### config.mk
export PLATFORM = sky130hd
export DESIGN_NAME = chromaticity_color_gate_top
export DESIGN_NICKNAME = d
export VERILOG_FILES = /design/src/rtl/core/ccg_pkg.sv /design/src/rtl/core/chromaticity_color_gate_top.sv
export SDC_FILE = /design/constraint.sdc
export NUM_CORES = 1
export LEC_CHECK = 0
export ABC_CLOCK_PERIOD_IN_PS = 15320
export BUFFER_PORTS_ARGS = -buffer_cell sky130_fd_sc_hd__buf_4
export CAP_MARGIN = 20
export CORE_MARGIN = 4
export CORE_UTILIZATION = 45
export CTS_CLUSTER_DIAMETER = 30
export CTS_CLUSTER_SIZE = 16
export DETAILED_ROUTE_END_ITERATION = 16
export HOLD_SLACK_MARGIN = 0.12
export PLACE_DENSITY = 0.67
export SETUP_SLACK_MARGIN = 0.1
export SYNTH_ARGS = -nofsm -noshare
export SYNTH_HDL_FRONTEND = slang
export SYNTH_SLANG_ARGS = --single-unit
### constraint.sdc
create_clock -name aclk -period 15.32 [get_ports aclk]
set_input_delay 1.532 -clock aclk [delete_from_list [all_inputs] [get_ports aclk]]
set_output_delay 1.532 -clock aclk [all_outputs]
set_load 0.1 [all_outputs]
### src/rtl/core/ccg_pkg.sv
`timescale 1ns / 1ps
`default_nettype none

package ccg_pkg;

    // Pixel word widths
    localparam int CHAN_W    = 8;
    localparam int SUM_W     = 10;               // b + g + r, up to 765
    localparam int NUM_W     = 16;               // c * 255, up to 65025
    localparam int QUO_W     = 8;                // normalised channel
    localparam int DIVD_W    = SUM_W + QUO_W - 1; // sum shifted by the top quotient bit
    localparam int PROD_W    = SUM_W + CHAN_W;   // limit * sum
    localparam int NUM_LANES = 3;                // blue, green, red

    // Division: quotient bits retired per pipeline stage
    localparam int DIV_BITS_PER_STG = 2;
    localparam int DIV_STAGES       = QUO_W / DIV_BITS_PER_STG;

    // Lane positions
    localparam int LANE_BLUE  = 0;
    localparam int LANE_GREEN = 1;
    localparam int LANE_RED   = 2;

    // Configuration register map
    localparam int CFG_IDX_W = 1;
    localparam int CFG_DATA_W = 8;
    localparam logic [CFG_IDX_W-1:0] CFG_GREEN_LIMIT = 1'd0;
    localparam logic [CFG_IDX_W-1:0] CFG_BLUE_LIMIT  = 1'd1;

    localparam logic [CHAN_W-1:0] GREEN_LIMIT_RST = 8'd80;
    localparam logic [CHAN_W-1:0] BLUE_LIMIT_RST  = 8'd108;

    typedef struct packed {
        logic [CHAN_W-1:0] blue_in;
        logic [CHAN_W-1:0] green_in;
        logic [CHAN_W-1:0] red_in;
    } pixel_in_t;

    typedef struct packed {
        logic [CHAN_W-1:0] blue_out;
        logic [CHAN_W-1:0] green_out;
        logic [CHAN_W-1:0] red_out;
        logic              kept;
    } pixel_out_t;

    typedef logic [NUM_W-1:0] lane_rem_t [NUM_LANES];
    typedef logic [QUO_W-1:0] lane_quo_t [NUM_LANES];

endpackage

`default_nettype wire

### src/rtl/core/chromaticity_color_gate_top.sv
`timescale 1ns / 1ps
`default_nettype none

// Channel   Direction  Handshake          Word
// s_        in         s_valid / s_ready  pixel_in_t  (blue, green, red)
// m_        out        m_valid / m_ready  pixel_out_t (normalised b, g, r, kept)
// cfg_      in         cfg_we             cfg_index selects limit, cfg_wdata
//
// One word per clock sustained while m_ready is high; the stages are a sum stage, four
// restoring division stages of two quotient bits each, and a rounding/output stage.
// Stages take a new word each clock unless stalled; dividers retire two bits a stage.
// aresetn is synchronous, active low: clears all valid bits, limits return to 80 / 108.
// Each stage holds its word until the next one can take it, so a stall on m_ready
// fills bubbles first and only then holds s_ready low.

module chromaticity_color_gate_top (
    input  wire logic                             aclk,
    input  wire logic                             aresetn,
    input  wire logic                             s_valid,
    output logic                                  s_ready,
    input  wire ccg_pkg::pixel_in_t               s_data,
    output logic                                  m_valid,
    input  wire logic                             m_ready,
    output ccg_pkg::pixel_out_t                   m_data,
    input  wire logic                             cfg_we,
    input  wire logic [ccg_pkg::CFG_IDX_W-1:0]    cfg_index,
    input  wire logic [ccg_pkg::CFG_DATA_W-1:0]   cfg_wdata
);
    import ccg_pkg::*;

    localparam int NSTG = DIV_STAGES + 2;

    // Limits
    logic [CHAN_W-1:0] green_limit_reg;
    logic [CHAN_W-1:0] blue_limit_reg;

    // Pipeline control
    logic [NSTG-1:0] valid_reg;
    logic [NSTG-1:0] load;

    // Stage 0: sum and scaled numerators
    logic [SUM_W-1:0] sum0_reg;
    lane_rem_t        num0_reg;

    // Division stages
    logic [SUM_W-1:0] dsum_reg  [DIV_STAGES];
    lane_rem_t        rem_reg   [DIV_STAGES];
    lane_quo_t        quo_reg   [DIV_STAGES];
    logic             keep_reg  [DIV_STAGES];

    lane_rem_t        rem_next  [DIV_STAGES];
    lane_quo_t        quo_next  [DIV_STAGES];
    logic             keep_next;

    // Output stage
    pixel_out_t out_reg;
    pixel_out_t out_next;

    logic [CHAN_W-1:0] chan_in [NUM_LANES];
    logic [SUM_W-1:0]  sum_next;

    // Config writes
    always_ff @(posedge aclk) begin
        if (!aresetn) begin
            green_limit_reg <= GREEN_LIMIT_RST;
            blue_limit_reg  <= BLUE_LIMIT_RST;
        end else if (cfg_we) begin
            case (cfg_index)
                CFG_GREEN_LIMIT: green_limit_reg <= cfg_wdata;
                CFG_BLUE_LIMIT:  blue_limit_reg  <= cfg_wdata;
                default: ;
            endcase
        end
    end

    // Backward load chain: a stage loads when empty or when its word moves on
    always_comb begin
        load[NSTG-1] = !valid_reg[NSTG-1] || m_ready;
        for (int k = NSTG - 2; k >= 0; k--) begin
            load[k] = !valid_reg[k] || load[k+1];
        end
    end

    assign s_ready = load[0];
    assign m_valid = valid_reg[NSTG-1];
    assign m_data  = out_reg;

    always_ff @(posedge aclk) begin
        if (!aresetn) begin
            valid_reg <= '0;
        end else begin
            if (load[0]) begin
                valid_reg[0] <= s_valid;
            end
            for (int k = 1; k < NSTG; k++) begin
                if (load[k]) begin
                    valid_reg[k] <= valid_reg[k-1];
                end
            end
        end
    end

    // Stage 0: channel sum and c * 255 as (c << 8) - c
    always_comb begin
        chan_in[LANE_BLUE]  = s_data.blue_in;
        chan_in[LANE_GREEN] = s_data.green_in;
        chan_in[LANE_RED]   = s_data.red_in;
        sum_next = SUM_W'(s_data.blue_in) + SUM_W'(s_data.green_in)
                 + SUM_W'(s_data.red_in);
    end

    always_ff @(posedge aclk) begin
        if (load[0]) begin
            sum0_reg <= sum_next;
            for (int l = 0; l < NUM_LANES; l++) begin
                num0_reg[l] <= {chan_in[l], {CHAN_W{1'b0}}} - NUM_W'(chan_in[l]);
            end
        end
    end

    // Limit tests on exact products, done alongside the first division stage
    always_comb begin
        logic [PROD_W-1:0] g_lim;
        logic [PROD_W-1:0] b_lim;
        g_lim = PROD_W'(green_limit_reg) * PROD_W'(sum0_reg);
        b_lim = PROD_W'(blue_limit_reg)  * PROD_W'(sum0_reg);
        keep_next = (sum0_reg != '0)
                 && (PROD_W'(num0_reg[LANE_GREEN]) <= g_lim)
                 && (PROD_W'(num0_reg[LANE_BLUE])  <= b_lim);
    end

    // Restoring division, two quotient bits per stage, three lanes in parallel
    for (genvar j = 0; j < DIV_STAGES; j++) begin : g_div
        logic [SUM_W-1:0] sum_in;
        lane_rem_t        rem_in;
        lane_quo_t        quo_in;
        logic             keep_in;

        if (j == 0) begin : g_first
            always_comb begin
                sum_in  = sum0_reg;
                rem_in  = num0_reg;
                keep_in = keep_next;
                for (int l = 0; l < NUM_LANES; l++) begin
                    quo_in[l] = '0;
                end
            end
        end else begin : g_rest
            always_comb begin
                sum_in  = dsum_reg[j-1];
                rem_in  = rem_reg[j-1];
                quo_in  = quo_reg[j-1];
                keep_in = keep_reg[j-1];
            end
        end

        always_comb begin
            logic [DIVD_W-1:0] rem_w;
            logic [DIVD_W-1:0] divr;
            logic [QUO_W-1:0]  q;
            for (int l = 0; l < NUM_LANES; l++) begin
                rem_w = DIVD_W'(rem_in[l]);
                q     = quo_in[l];
                for (int b = 0; b < DIV_BITS_PER_STG; b++) begin
                    divr = DIVD_W'(sum_in) << (QUO_W - 1 - j * DIV_BITS_PER_STG - b);
                    if (rem_w >= divr) begin
                        rem_w = rem_w - divr;
                        q[QUO_W - 1 - j * DIV_BITS_PER_STG - b] = 1'b1;
                    end
                end
                rem_next[j][l] = rem_w[NUM_W-1:0];
                quo_next[j][l] = q;
            end
        end

        always_ff @(posedge aclk) begin
            if (load[j+1]) begin
                dsum_reg[j] <= sum_in;
                rem_reg[j]  <= rem_next[j];
                quo_reg[j]  <= quo_next[j];
                keep_reg[j] <= keep_in;
            end
        end
    end

    // Output stage: round to nearest, ties to even; black when rejected
    always_comb begin
        logic [CHAN_W-1:0] res [NUM_LANES];
        logic [SUM_W:0]    twice;
        logic [SUM_W:0]    sum_w;
        logic [QUO_W:0]    rounded;
        logic              up;
        sum_w = (SUM_W+1)'(dsum_reg[DIV_STAGES-1]);
        for (int l = 0; l < NUM_LANES; l++) begin
            // remainder is below sum, so doubling fits in SUM_W + 1 bits
            twice = {rem_reg[DIV_STAGES-1][l][SUM_W-1:0], 1'b0};
            up = (twice > sum_w) || ((twice == sum_w) && quo_reg[DIV_STAGES-1][l][0]);
            rounded = (QUO_W+1)'(quo_reg[DIV_STAGES-1][l]) + (QUO_W+1)'(up);
            res[l] = keep_reg[DIV_STAGES-1] ? rounded[CHAN_W-1:0] : '0;
        end
        out_next.blue_out  = res[LANE_BLUE];
        out_next.green_out = res[LANE_GREEN];
        out_next.red_out   = res[LANE_RED];
        out_next.kept      = keep_reg[DIV_STAGES-1];
    end

    always_ff @(posedge aclk) begin
        if (load[NSTG-1]) begin
            out_reg <= out_next;
        end
    end

endmodule

`default_nettype wire
==> impl_metrics.toml <==
[sta]
period_minus_slack_ps = 6727
setup_viol = 0
worst_slew_pin_slew_ps = 957.0
maxSlewHeadroom = 0.3572
setup_tns_ps = 0
slew_violations = 0
fin_crit_sh = 0.4391
fmax_mhz = 148.6
rsz0062_at_grt = "no"
clock-skew-final_ps = 26.69
final_hold_viol_count = 0

[drt]
drtIter0Drc = 1535
vias_per_cell = 5.503
routedWlPerCell_um = 17.28
vias = 25120
drcViolationCount = 0
drtAntennaViolNets = 0
drt_pass1_iterations = 5
wl_mm = 78.88

[floorplan]
start_util = 0.4562
io_pins = 65
core_um2 = 74700
num_rows = 100
die_area_um2 = 80190
die_h_um = 283.2
chipWidth_um = 283.2

[worst_setup_path]
critPathLaunchType = "flop"
worstSetupPathType = "reg -> reg"
cp.arrival_ps = 7100
cp_max_fo = 15
critPathCaptureType = "flop"
cp.required_ps = 15690

[logic_synthesis]
synth_seq_area_share = 0.3310
syn_avg_cell_area_um2 = 9.921
synth-warning-count = 0
synth_ff_type = "edfxtp_1"
synth_edf_count = 361
ys_ff_latch = 383
synthDistinctLibCells = 100
ys_async_sr_fraction = 0
syn_inst = 3435
netlist_area_um2 = 34080
syn_nets = 3990

[cts]
cts_tree = "yes"
cts.reportedPaths.clkPinSlew_ps = 50
cts_max_path_buffers = 3
cts_buffers = 85
postCtsSetupBuffers = 0
cts-resized-gates = 0
hold_buffers = 0
htree_levels = 3
cts-root-buf = "clkbuf_16"
clk_latency_ps = 630
clock-sinks = 383

[final_layout]
area_growth_pct = 12.70
multi_input_area_um2 = 21230
diodes = 0
drive_above_1_share = 0.09235
largest_register_ffs = 174
fillers = 6672
final_cell_mix = "388 x ha_1, 361 x edfxtp_1, 311 x inv_1"
layout_commonest_cell = "ha_1"
seqCellArea_um2 = 11280
nets = 4082

[grt]
track_usage = 0.1945
grt_overflow = 0
grt_max_degree = 72
antenna_found_initial = 0
grt_pass1_wl_mm = 127.8
grt_pass1_vias = 24320

[placed_design]
place_hpwl_mm = 60.69
port_buffers = 64
place.gp.congestion = 0.8982

[worst_hold_path]
hold_class = "reg -> reg"

[outcome]
outcome = "finished clean"

[job]
drv_cap = 0
## cells in the mapped netlist (32+ instances only)
cell type	n	area (um2)
ha_1	388	4855
edfxtp_1	361	10840
inv_1	313	1175
nand2_1	299	1122
a21oi_1	185	925.9
o21ai_0	160	800.8
and2_1	159	994.7
nor2_1	156	585.6
xnor2_1	142	1244
fa_1	129	2582
a21o_1	89	668.1
xor2_1	84	735.7
nand3_1	70	350.3
nor3_1	61	305.3
mux2_2	57	641.9
nor2b_1	53	331.6
nand4_1	51	319.1
clkbuf_1	50	187.7
o21a_1	45	337.8
mux2_1	43	484.2
mux2i_1	40	400.4
and3_1	34	212.7
nand2b_1	34	212.7
a211oi_1	32	240.2
## layer usage
metal	global-route usage	part of all wire	routed length, um	up-vias
met1	0.2718	0.47	37160	11800
li1	-	-	-	12630
met3	0.02757	0.043	3413	139
met5	0	0	0	-
met2	0.3124	0.45	35770	545
met4	0.06453	0.032	2549	0
## final timing paths
| kind | startpoint | to | slack, ps | cells past startpoint |
|---|---|---|---|---|
| worst max-delay path | dsum_reg[2][1] | rem_reg[3][18] | 8590 | 18 |
| worst min-delay path | quo_reg[1][5] | quo_reg[2][5] | 400 | 0 |
| worst min register to register | quo_reg[1][5] | quo_reg[2][5] | 400 | 0 |
| worst max register to register | dsum_reg[2][1] | rem_reg[3][18] | 8590 | 18 |
## layout make-up
type / count / share of cell area
inverters: 324 / 0.03170
well taps: 969 / 0.03157
clock inverters: 56 / 0.01873
clock buffers: 99 / 0.05675
repair buffers: 75 / 0.01466
multi-input cells: 2658 / 0.5529
flip-flops and latches: 383 / 0.2937
## worst max-delay path: stages, from the launching register on
cell	delay [ps]
edfxtp_1	550
inv_1	340
fa_1	550
a211oi_1	360
o21ai_1	160
a31oi_2	370
o21a_1	440
inv_1	190
mux2_2	350
inv_1	60
ha_1	230
nor2b_1	150
o31a_4	290
nor4_1	290
nor3_1	110
a2111oi_0	630
a21boi_0	280
nor4_4	770
mux2_1	380
## metrics by stage
stage	area (um2)	hold slack [ps]	utilization	cells	setup slack, ps
after floorplan	34080	400.3	-	3435	9605
after global placement	35510	404.0	0.4754	4409	8784
after detailed placement	35510	406.2	0.4754	4409	8619
after CTS	38410	399.4	0.5142	4564	8578
after global routing	38410	407.0	0.5142	4564	7951
final	38410	403.1	0.5142	4564	8593
## kinds of logic after synthesis
family          after synthesis  share of synthesized area
compound gates              738                     0.1412
xor+xnor                    226                    0.05808
fa+ha+maj                   517                     0.2182
buf+inv                     394                    0.04615
flops                       383                     0.3310
mux                         148                    0.04832
simple gates               1029                     0.1569
Power is not shown: default switching activity piles up to over one toggle a cycle in this logic, so the estimate is an artifact.
